File: src/design/plbp_pkg.sv
// Shared constants, codes and control types of the perceptron branch predictor.
`default_nettype none
package plbp_pkg;

  localparam int DEF_TABLE_ENTRIES  = 256;
  localparam int DEF_HISTORY_LENGTH = 62;
  localparam int DEF_WEIGHT_BITS    = 8;

  localparam int PC_W     = 48;
  localparam int IDX_LSB  = 4;
  localparam int PCS_W    = PC_W - IDX_LSB;
  localparam int THR_W    = 13;
  localparam int SUM_W    = 14;
  localparam int GROUP    = 8;

  localparam logic [THR_W-1:0] THR_RESET = 13'd133;
  localparam logic signed [SUM_W-1:0] SUM_MAX = 14'sd8191;
  localparam logic signed [SUM_W-1:0] SUM_MIN = -14'sd8192;

  localparam logic CMD_PREDICT = 1'b0;
  localparam logic CMD_UPDATE  = 1'b1;

  typedef struct packed {
    logic clear_step;
    logic load_in;
    logic mod_step;
    logic read_row;
    logic calc_partial;
    logic do_update;
    logic do_final;
    logic load_out;
  } ctrl_cmd_t;

  typedef struct packed {
    logic clear_last;
    logic mod_done;
    logic is_update;
  } ctrl_sts_t;

endpackage
`default_nettype wire

File: src/design/plbp_ctrl.sv
// Sequencing state machine of the perceptron branch predictor.
`default_nettype none
module plbp_ctrl (
  input  wire logic              clk,
  input  wire logic              rst,
  input  wire logic              in_valid,
  output logic                   in_ready,
  output logic                   out_valid,
  input  wire logic              out_ready,
  input  wire plbp_pkg::ctrl_sts_t sts,
  output plbp_pkg::ctrl_cmd_t    cmd
);

  typedef enum logic [2:0] {
    ST_CLEAR, ST_IDLE, ST_INDEX, ST_READ, ST_FETCH, ST_SUM, ST_DONE
  } state_t;

  state_t state;
  logic   slot_free;

  assign slot_free = !out_valid || out_ready;
  assign in_ready  = (state == ST_IDLE);

  always_comb begin
    cmd              = '0;
    cmd.clear_step   = (state == ST_CLEAR);
    cmd.load_in      = (state == ST_IDLE) && in_valid;
    cmd.mod_step     = (state == ST_INDEX);
    cmd.read_row     = (state == ST_READ);
    cmd.calc_partial = (state == ST_FETCH) && !sts.is_update;
    cmd.do_update    = (state == ST_FETCH) && sts.is_update;
    cmd.do_final     = (state == ST_SUM);
    cmd.load_out     = (state == ST_DONE) && slot_free;
  end

  always_ff @(posedge clk) begin
    if (rst) begin
      state     <= ST_CLEAR;
      out_valid <= 1'b0;
    end else begin
      if ((state == ST_DONE) && slot_free) begin
        out_valid <= 1'b1;
      end else if (out_valid && out_ready) begin
        out_valid <= 1'b0;
      end
      case (state)
        ST_CLEAR: begin
          if (sts.clear_last) begin
            state <= ST_IDLE;
          end
        end
        ST_IDLE: begin
          if (in_valid) begin
            state <= ST_INDEX;
          end
        end
        ST_INDEX: begin
          if (sts.mod_done) begin
            state <= ST_READ;
          end
        end
        ST_READ: begin
          state <= ST_FETCH;
        end
        ST_FETCH: begin
          state <= sts.is_update ? ST_DONE : ST_SUM;
        end
        ST_SUM: begin
          state <= ST_DONE;
        end
        ST_DONE: begin
          if (slot_free) begin
            state <= ST_IDLE;
          end
        end
        default: begin
          state <= ST_IDLE;
        end
      endcase
    end
  end

endmodule
`default_nettype wire

File: config.mk
export PLATFORM = sky130hd
export DESIGN_NAME = plbp_ctrl
export DESIGN_NICKNAME = d
export VERILOG_FILES = /design/src/design/plbp_pkg.sv /design/src/design/plbp_ctrl.sv
export SDC_FILE = /design/constraint.sdc
export NUM_CORES = 1
export LEC_CHECK = 0
export ABC_AREA = 1
export CAP_MARGIN = 30
export CORE_AREA = 2 2 39 41
export DETAILED_ROUTE_END_ITERATION = 7
export DIE_AREA = 0 0 41 43
export DONT_BUFFER_PORTS = 1
export GPL_TIMING_DRIVEN = 0
export PLACE_DENSITY = 0.42
export RECOVER_POWER = 50
export SLEW_MARGIN = 5
export SYNTH_ARGS = -nofsm -noshare
export SYNTH_HDL_FRONTEND = slang
export SYNTH_SLANG_ARGS = --single-unit
File: constraint.sdc
create_clock -name clk -period 1.25 [get_ports clk]
set_input_delay 0.125 -clock clk [delete_from_list [all_inputs] [get_ports clk]]
set_output_delay 0.125 -clock clk [all_outputs]
set_load 0.01 [all_outputs]
==> results.md, run 1 <==
* Total count of max-transition violations in the final report at 0
* Total routing resource utilization after global routing at 9.41%
* Transition time of the tightest slew-check pin at 367 ps
* Area added between synthesis and finish at 19.8%
* Static power due to leakage at 0.209 nW
* Combinational group share of total power at 57.6%
* Iteration count of the initial detailed-routing pass at 4
* Required time at the endpoint of the critical path at 1120 ps
* Share of cell area taken by muxes after synthesis at 0%
* Status: finished, final reports clean
* Parity-gate share of the synthesized area counting xor and xnor cells at 0%
* Period Utilization, post-route at 95.1%
* Type of the worst setup path: flip-flop to output pin
* Synthesized net count at 64
* Post-detailed-placement cell area at 330 um^2
* Final Hold Vio Count at 0
* Gpl congestion at 0.735
* Main combinational cell family by area after synthesis: simple AND/OR/NAND/NOR gates
* Synth Register Bits at 4
* Antenna-violating nets left at 0
* Chip width at 41 um
* Pwr Density at 2320 nW/um^2
* Remaining design rule violation count at 0
* Number of antenna violations at the first check in global routing at 0
* Data arrival time at the worst-slack endpoint at 1060 ps
* Via Count at 333
* Kind of capture point of the worst setup path: output pin
* Final Net Count at 70
* Setup total negative slack at 0 ps
* Critical path launch point type: flip-flop
* Maximum achievable frequency at 841 MHz
* Number of placed I/O pins at 17
* Synth cell types at 10
* Cell class contributing the biggest share of worst-path delay: simple AND/OR/NAND/NOR gates
* H-tree depth at 1
* RSZ-0062 raised after global routing: true
* Count of max-cap constraint violations at 0
* Area fraction of the dominant cell type after synthesis at 25.8%
* Final core occ at 26.9%
* Final design instance area without fill at 372 um^2
* DPL Wire Length at 612 um
* Compound-cell area share of the yosys netlist at 3.63%
* Clock buffers created by TritonCTS at 3
* Fraction of power spent switching nets at 47.7%
* Biggest fanout along the worst timing path at 9
* Number of warnings printed during yosys synthesis at 0
* Simple-gate portion of the synthesized area at 48.8%
* Proportion of layout cells with a drive suffix above 1 at 16.4%
* TritonCTS clock tree: done
* Largest stage delay on the critical path at 320 ps
* Maximum resistive drop on vdd at 0.724 mV
* Number of instances in the synthesized netlist at 57
* Routed wire length at 718 um
* Top cell type by total area after synthesis: sky130_fd_sc_hd__dfxtp_1
* Inserted Diodes at 0
* Total power of the final layout at 0.000860 W
* Crit path cell chain: buf_6 -> nand2_1 -> nor3_1
* Switching power summed over all nets at 0.000410 W
* P_int at 0.000450 W
* Average via count per standard cell at 4.32
* Core region area at 1380 um^2
* Share of power burned in registers at 24.3%
* Worst Skew at 3.96 ps
* Clock insertion delay at the later pin of the skew report at 230 ps
* Vias in the first global route at 289
* Mean area per synthesized cell at 5.44 um^2
* Starting density of the core at 22.4%
* Die area at 1760 um^2
* Total standard cell area after synthesis at 310 um^2
* Filler Cell Count at 171
* Worst-path cell with the longest stage delay: sky130_fd_sc_hd__dfxtp_1
* Fraction of the yosys area taken by sequential cells at 25.8%
* Drt wl/cell at 9.32 um
* Clock root buffer master: sky130_fd_sc_hd__clkbuf_4
* Number of sinks handled by clock tree synthesis at 4
* Post-layout min period at 1190 ps
* Number of buffers added on ports at 0
* Buf+Inv Stages, Crit Path at 1
* Initial DRC count at 7
* Final setup vio count at 0
* Portion of total power attributed to the clock network at 18.1%
* Worst slew slack as a fraction of its limit at 75.4%
* Area contributors post-synth: sky130_fd_sc_hd__dfxtp_1 26%, sky130_fd_sc_hd__nor2_1 18%, sky130_fd_sc_hd__nand2_1 15%, sky130_fd_sc_hd__inv_1 13%, sky130_fd_sc_hd__nand3_1 9.7%
* Post-Route Hold Slack at 65.5 ps
* Pin count of the biggest net entering global routing at 10
* Type of the tightest min-delay check: input port to flip-flop
* Die height at 43 um
* Adder and majority gate portion of the synthesized area at 0%
* Placement Rows at 14
* First-pass GRT wire length at 1110 um
* Number of buffers between clock root and the deepest sink at 2
* Clock Pin Slew Worst Setup and Hold Paths at 40 ps
* Gr ovfl total at 0
-- cells in the final DEF, fill, tap and decap left out --
cell,instances
sky130_fd_sc_hd__nand2_1,12
sky130_fd_sc_hd__nor2_1,12
sky130_fd_sc_hd__inv_1,11
sky130_fd_sc_hd__nand3_1,6
sky130_fd_sc_hd__nor3_1,4
sky130_fd_sc_hd__nor2_2,3
sky130_fd_sc_hd__clkbuf_4,3
sky130_fd_sc_hd__dfxtp_1,3
sky130_fd_sc_hd__buf_6,2
sky130_fd_sc_hd__inv_2,1
sky130_fd_sc_hd__a21oi_1,1
sky130_fd_sc_hd__a31oi_1,1
sky130_fd_sc_hd__dlygate4sd3_1,1
sky130_fd_sc_hd__dfxtp_2,1
-- layer usage --
| layer | track usage [%] | vias to the layer above | part of all wire (%) |
|---|---|---|---|
| met2 | 15.0 | 4 | 57 |
| met1 | 9.87 | 149 | 42 |
| li1 | - | 180 | - |
| met3 | 6.28 | 0 | 1.3 |
| met4 | 2.00 | 0 | 0 |
| met5 | 0 | - | 0 |
-- path summary, 6_finish.rpt --
kind	start	endpoint	slack (ps)	cells after the start
worst min-delay path	rst	state[0]$_SDFFE_PP0P_	70	3
worst max-delay path	state[2]$_SDFFE_PP0P_	cmd[0]	60	3
worst max register to register	state[2]$_SDFFE_PP0P_	state[0]$_SDFFE_PP0P_	100	8
worst min register to register	state[1]$_SDFFE_PP0P_	state[2]$_SDFFE_PP0P_	590	2
-- layout make-up --
type	count	area (um^2)	area share (%)
Tap cell	16	20.0	5.39
Clock buffer	3	22.5	6.06
Timing Repair Buffer	1	10.0	2.69
Multi-Input combinational cell	39	170	45.8
Buffer	2	22.5	6.06
Sequential cell	4	81.3	21.9
Inverter	12	45.0	12.1
-- Yosys cell counts --
| cell type | number |
|---|---|
| sky130_fd_sc_hd__nor2_1 | 15 |
| sky130_fd_sc_hd__nand2_1 | 12 |
| sky130_fd_sc_hd__inv_1 | 11 |
| sky130_fd_sc_hd__nand3_1 | 6 |
| sky130_fd_sc_hd__dfxtp_1 | 4 |
| sky130_fd_sc_hd__nor3_1 | 4 |
| sky130_fd_sc_hd__buf_6 | 2 |
| sky130_fd_sc_hd__a21oi_1 | 1 |
| sky130_fd_sc_hd__a31oi_1 | 1 |
| sky130_fd_sc_hd__inv_2 | 1 |
-- sequential cells by signal (all words and copies together) (netlist names) --
signal     count
state          3
out_valid      1
-- through the flow --
| step | instances | setup slack, ps |
|---|---|---|
| after floorplan | 57 | 160 |
| after global placement | 73 | 10.7 |
| after detailed placement | 73 | 14.1 |
| after CTS | 77 | 7.80 |
| after global routing | 77 | -32.4 |
| final | 77 | 61.6 |
-- worst min-delay path, stage by stage --
cell and delay (ps):
sky130_fd_sc_hd__inv_1 30, sky130_fd_sc_hd__nand2_1 60, sky130_fd_sc_hd__nor2_1 30
-- power groups by stage --
| stage | clock, W | sequential [W] | combinational (W) |
|---|---|---|---|
| after floorplan | 0 | 0.000198 | 0.000409 |
| after global placement | 0 | 0.000205 | 0.000489 |
| after detailed placement | 0 | 0.000206 | 0.000484 |
| after CTS | 0.000166 | 0.000204 | 0.000489 |
| after global routing | 0.000173 | 0.000217 | 0.000568 |
| final | 0.000156 | 0.000209 | 0.000496 |
-- what timing repair did --
item,CTS,global route
hold buffers,1,0
resized for setup,0,4
setup endpoints to repair,0,7
endpoints found under the hold margin,2,0
buffers inserted,0,0
-- cell families after synthesis --
logic type / after synthesis
simple gates: 37
buf+inv: 14
compound gates: 2
flops: 4
(Power assumes the default switching activity.)
==> run 2: changes to the inputs <==
--- a/config.mk
+++ b/config.mk
@@ -14,6 +14,7 @@
 export GPL_TIMING_DRIVEN = 0
 export PLACE_DENSITY = 0.42
 export RECOVER_POWER = 50
+export REMOVE_ABC_BUFFERS = 1
 export SLEW_MARGIN = 5
 export SYNTH_ARGS = -nofsm -noshare
 export SYNTH_HDL_FRONTEND = slang
==> run 2 against run 1 <==
Net effect: flip-flop and latch count unchanged; critical endpoint is now state[0]$_SDFFE_PP0P_; total power down 4.3%; utilization down 0.72 points; largest power group unchanged; clock power down 3%.
==> results.md, run 2 (same netlist as run 1, synthesis figures left out) <==
* Total routing resource utilization after global routing at 9.04%
* Reg2reg start: state[0]$_SDFFE_PP0P_
* Worst Skew at 0.0563 ps
* Transition time of the tightest slew-check pin at 359 ps
* Clock buffers created by TritonCTS at 3
* Routed wire length at 710 um
* Required time at the endpoint of the critical path at 1370 ps
* Worst-case setup margin in the final layout at 96.2 ps
* Kind of capture point of the worst setup path: flip-flop
* Die area at 1760 um^2
* Initial DRC count at 1
* Period Utilization, post-route at 92.3%
* Total power of the final layout at 0.000824 W
* Proportion of layout cells with a drive suffix above 1 at 20.3%
* Logic depth of the worst register-to-register path at 7
* Gpl congestion at 0.688
* Number of buffers between clock root and the deepest sink at 2
* Post-CTS setup buffer count at 0
* Gr ovfl total at 0
* Starting density of the core at 22.4%
* Number of non-filler instances in the completed layout at 75
* Drt wl/cell at 9.47 um
* Post-layout min period at 1150 ps
* Post-placement setup slack at -61.6 ps
* Worst slew slack as a fraction of its limit at 75.9%
* Status: finished, final reports clean
* Data arrival time at the worst-slack endpoint at 1270 ps
* Capture point of the worst reg-to-reg path: state[0]$_SDFFE_PP0P_
* Number of antenna violations at the first check in global routing at 0
* Biggest fanout along the worst timing path at 8
* Filler Cell Count at 169
* Largest reg by FF count: state
* Type of the worst setup path: flip-flop to flip-flop
* Clock Pin Slew Worst Setup and Hold Paths at 30 ps
* Pin count of the biggest net entering global routing at 10
* Static power due to leakage at 0.200 nW
* First-pass GRT wire length at 1070 um
* RSZ-0062 raised after global routing: false
* Inserted Diodes at 0
* Clock root buffer master: sky130_fd_sc_hd__clkbuf_4
* Vias in the first global route at 287
* Total count of max-transition violations in the final report at 0
* Antenna-violating nets left at 0
* Die height at 43 um
* Number of placed I/O pins at 17
* Largest registers ranked by flip-flop count: state x3, out_valid x1
* Final setup vio count at 0
* Area added between synthesis and finish at 16.5%
* Iteration count of the initial detailed-routing pass at 4
* DPL Wire Length at 564 um
* Flip-flop count of the largest register, all copies and words added at 3
* Type of the tightest min-delay check: input port to flip-flop
* Number of buffers added on ports at 0
* Placement Rows at 14
* Flop-to-flop setup slack at 100 ps
* Inst Count DP at 71
* Pwr Density at 2280 nW/um^2
* Remaining design rule violation count at 0
* Core region area at 1380 um^2
* Maximum achievable frequency at 867 MHz
* Hold Path Origin: rst
* TritonCTS clock tree: done
* Chip width at 41 um
* Endpoint with the worst hold slack: state[0]$_SDFFE_PP0P_
* Cell depth of the worst hold path at 3
* Maximum resistive drop on vdd at 0.330 mV
* Final Hold Vio Count at 0
* Critical path launch point type: flip-flop
* Via Count at 339
* Final Net Count at 68
* Number of sinks handled by clock tree synthesis at 4
* Top library cells by usage in the layout, fill and taps aside: 12 x sky130_fd_sc_hd__nand2_1, 12 x sky130_fd_sc_hd__nor2_1, 11 x sky130_fd_sc_hd__inv_1
* H-tree depth at 1
* Clock insertion delay at the later pin of the skew report at 230 ps
* Count of max-cap constraint violations at 0
* Average via count per standard cell at 4.52
run 2: changes by cell type in the layout (fill, tap and decap cells not counted):
cell,previous run,this run
sky130_fd_sc_hd__dfxtp_1,3,1
sky130_fd_sc_hd__nor3_1,4,2
sky130_fd_sc_hd__dfxtp_2,1,3
sky130_fd_sc_hd__buf_6,2,0
sky130_fd_sc_hd__nor3_2,0,2
run 2: how the worst max path moves through the flow:
| stage | start | endpoint | slack [ps] | depth (start not counted) |
|---|---|---|---|---|
| floorplan | state[0]$_SDFFE_PP0P_ | state[0]$_SDFFE_PP0P_ | 120 | 7 |
| global placement | state[0]$_SDFFE_PP0P_ | state[0]$_SDFFE_PP0P_ | -60 | 7 |
| detailed placement | state[0]$_SDFFE_PP0P_ | state[0]$_SDFFE_PP0P_ | -60 | 7 |
| CTS | state[1]$_SDFFE_PP0P_ | state[0]$_SDFFE_PP0P_ | 20 | 8 |
| global route | state[2]$_SDFFE_PP0P_ | state[0]$_SDFFE_PP0P_ | 3 | 8 |
| finish | state[0]$_SDFFE_PP0P_ | state[0]$_SDFFE_PP0P_ | 100 | 7 |
run 2: final cells by class:
cell class / instances / area, um^2 / area share, %
multi-input cells: 39 / 180 / 49.8
flip-flops and latches: 4 / 83.8 / 23.2
inverters: 12 / 45.0 / 12.5
clock buffers: 3 / 22.5 / 6.23
well taps: 16 / 20.0 / 5.54
repair buffers: 1 / 10.0 / 2.77
run 2: timing repair:
item,CTS,global route
gates resized for setup,3,5
endpoints found under the hold margin,2,0
hold buffers,1,0
setup endpoints to repair,3,5
run 2: routing by layer:
metal	wire [um]	track usage [%]	part of all wire, %	vias to the layer above
met3	35	3.14	4.9	0
met2	366	14.1	52	8
met4	0	6.00	0	0
li1	-	-	-	177
met5	0	0	0	-
met1	308	9.65	43	154
run 2: worst max-delay path, cell delays in order, from the launching register on:
cell                      delay, ps
sky130_fd_sc_hd__dfxtp_2        410
sky130_fd_sc_hd__nand2_1        130
sky130_fd_sc_hd__nor2_2         170
sky130_fd_sc_hd__nor2_1          80
sky130_fd_sc_hd__nor2_1          90
sky130_fd_sc_hd__nand2_1         60
sky130_fd_sc_hd__nand2_1         60
sky130_fd_sc_hd__nor2_1          40
run 2: through the flow:
step / TNS, ps / hold slack, ps / utilization, % / area, um^2
after floorplan: 0 / 194 / - / 288
after global placement: -55.3 / 200 / 22.2 / 308
after detailed placement: -61.6 / 197 / 22.2 / 308
after CTS: 0 / 47.2 / 25.1 / 348
after global routing: 0 / 70.8 / 26.1 / 362
final: 0 / 61.0 / 26.1 / 362
run 2: where the power goes:
group,switching (W),total [W],internal (W)
sequential,0.0000813,0.000260,0.000179
clock,0.0000448,0.000152,0.000107
combinational,0.000280,0.000412,0.000132
==> run 3: changes to the inputs <==
==> constraint.sdc (replaced) <==
create_clock -name clk -period 1.2 [get_ports clk]
set_input_delay 0.12 -clock clk [delete_from_list [all_inputs] [get_ports clk]]
set_output_delay 0.12 -clock clk [all_outputs]
set_load 0.01 [all_outputs]
==> run 3 against run 2 <==
Net effect: hold slack got worse by 6.5 ps; largest cell class unchanged; critical path type is now flip-flop to output pin; flip-flop and latch count did not move; highest routed layer unchanged; count of clock-buffer cells in the layout did not move.
==> results.md, run 3 (same netlist as run 1, synthesis figures left out) <==
* Placement Rows at 14
* Number of buffers between clock root and the deepest sink at 2
* Pin count of the biggest net entering global routing at 10
* TritonCTS clock tree: done
* Number of sinks handled by clock tree synthesis at 4
* Total routed wire length on the met1 layer at 304 um
* Biggest fanout along the worst timing path at 6
* Average via count per standard cell at 4.56
* Die area at 1760 um^2
* Maximum achievable frequency at 898 MHz
* Die height at 43 um
* Setup total negative slack at 0 ps
* Total power of the final layout at 0.000908 W
* DPL Wire Length at 564 um
* Gr ovfl total at 0
* Core region area at 1380 um^2
* Maximum resistive drop on vdd at 0.359 mV
* Clock Pin Slew Worst Setup and Hold Paths at 30 ps
* Starting density of the core at 22.4%
* Drt wl/cell at 9.44 um
* Dominant cell type by count on the critical path: sky130_fd_sc_hd__inv_1
* Total count of max-transition violations in the final report at 0
* H-tree depth at 1
* Proportion of layout cells with a drive suffix above 1 at 28.8%
* Type of the tightest min-delay check: input port to flip-flop
* Clock buffers created by TritonCTS at 3
* Worst slew slack as a fraction of its limit at 75.9%
* Sum of met3 wire segment lengths after detailed routing at 32 um
* Static power due to leakage at 0.201 nW
* Data arrival time at the worst-slack endpoint at 990 ps
* Flop-to-flop setup slack at 90 ps
* Final design instance area without fill at 384 um^2
* Kind of capture point of the worst setup path: output pin
* Via Count at 342
* Type of the worst setup path: flip-flop to output pin
* Highest metal layer with signal wires: met3
* First-pass GRT wire length at 1110 um
* Remaining design rule violation count at 0
* Total routing resource utilization after global routing at 9.34%
* Worst-path cell with the longest stage delay: sky130_fd_sc_hd__dfxtp_2
* Iteration count of the initial detailed-routing pass at 4
* Clock insertion delay at the later pin of the skew report at 230 ps
* Required time at the endpoint of the critical path at 1080 ps
* Final setup vio count at 0
* Pwr Density at 2360 nW/um^2
* Largest stage delay on the critical path at 370 ps
* Number of placed I/O pins at 17
* Vias in the first global route at 298
* Count of max-cap constraint violations at 0
* Antenna-violating nets left at 0
* Flip-flop count of the largest register, all copies and words added at 3
* Top library cells by usage in the layout, fill and taps aside: 11 x sky130_fd_sc_hd__nand2_1, 11 x sky130_fd_sc_hd__inv_1, 8 x sky130_fd_sc_hd__nor2_1
* Transition time of the tightest slew-check pin at 359 ps
* Chip width at 41 um
* Final Hold Vio Count at 0
* RSZ-0062 raised after global routing: true
* Critical path launch point type: flip-flop
* Post-detailed-placement cell area at 308 um^2
* Gpl congestion at 0.688
* Routed wl met2 at 371 um
* Largest reg by FF count: state
* Final Net Count at 68
* Status: finished, final reports clean
* Number of antenna violations at the first check in global routing at 0
* Crit path cell chain: inv_1 -> nor2_2 -> nand2_1 -> inv_1
* Initial DRC count at 3
* Number of buffers added on ports at 0
* Area added between synthesis and finish at 23.8%
* Routed wire length at 708 um
* Period Utilization, post-route at 92.8%
* Worst Skew at 0.0681 ps
* Inserted Diodes at 0
* Post-layout min period at 1110 ps
* Final core occ at 27.8%
* Clock root buffer master: sky130_fd_sc_hd__clkbuf_4
* Largest registers ranked by flip-flop count: state x3, out_valid x1
## run 3: timing repair
action,CTS,global route
endpoints found under the hold margin,2,0
setup endpoints to repair,7,4
resized for setup,6,10
hold buffers,1,0
buffers inserted,0,0
## run 3: cell type report
type | count | area [um^2]
inverter | 12 | 45.0
tap | 16 | 20.0
clock buffer | 3 | 22.5
timing repair buffer | 1 | 10.0
sequential | 4 | 88.8
multi-input combinational | 39 | 198
fill | 164 | 1000
## run 3: metal layers
metal,up-vias,global-route usage [%]
met5,-,0
met4,0,6.00
met3,0,3.14
met2,8,14.7
met1,155,9.97
li1,179,-
## run 3: path summary, 6_finish.rpt
path                                            start                    end  depth (start not counted)
worst max-delay path            state[1]$_SDFFE_PP0P_                 cmd[5]                          4
worst min-delay path                              rst  state[0]$_SDFFE_PP0P_                          3
worst max register to register  state[2]$_SDFFE_PP0P_  state[0]$_SDFFE_PP0P_                          7
worst min register to register  state[0]$_SDFFE_PP0P_  state[0]$_SDFFE_PP0P_                          2
## run 3: where the power goes
part / leakage [nW] / switching, W / internal [W]
combinational: 0.153 / 0.000303 / 0.000154
sequential: 0.0344 / 0.0000991 / 0.000194
clock: 0.0138 / 0.0000462 / 0.000111
total: 0.201 / 0.000448 / 0.000460
## run 3: critical path: cells and delay by family (launching register included)
kind | cells | cell delay [ps]
DFF | 1 | 370
and+or+nand+nor | 2 | 180
buffers and inverters | 2 | 220
## run 3: stage by stage
step | cells | hold slack [ps] | setup slack, ps
5_1_grt | 75 | 63.9 | -0.410
6_report | 75 | 54.5 | 85.8
4_1_cts | 75 | 42.2 | 8.72
3_5_place_dp | 71 | 192 | -112
3_3_place_gp | 71 | 195 | -105
2_1_floorplan | 55 | 189 | 68.2
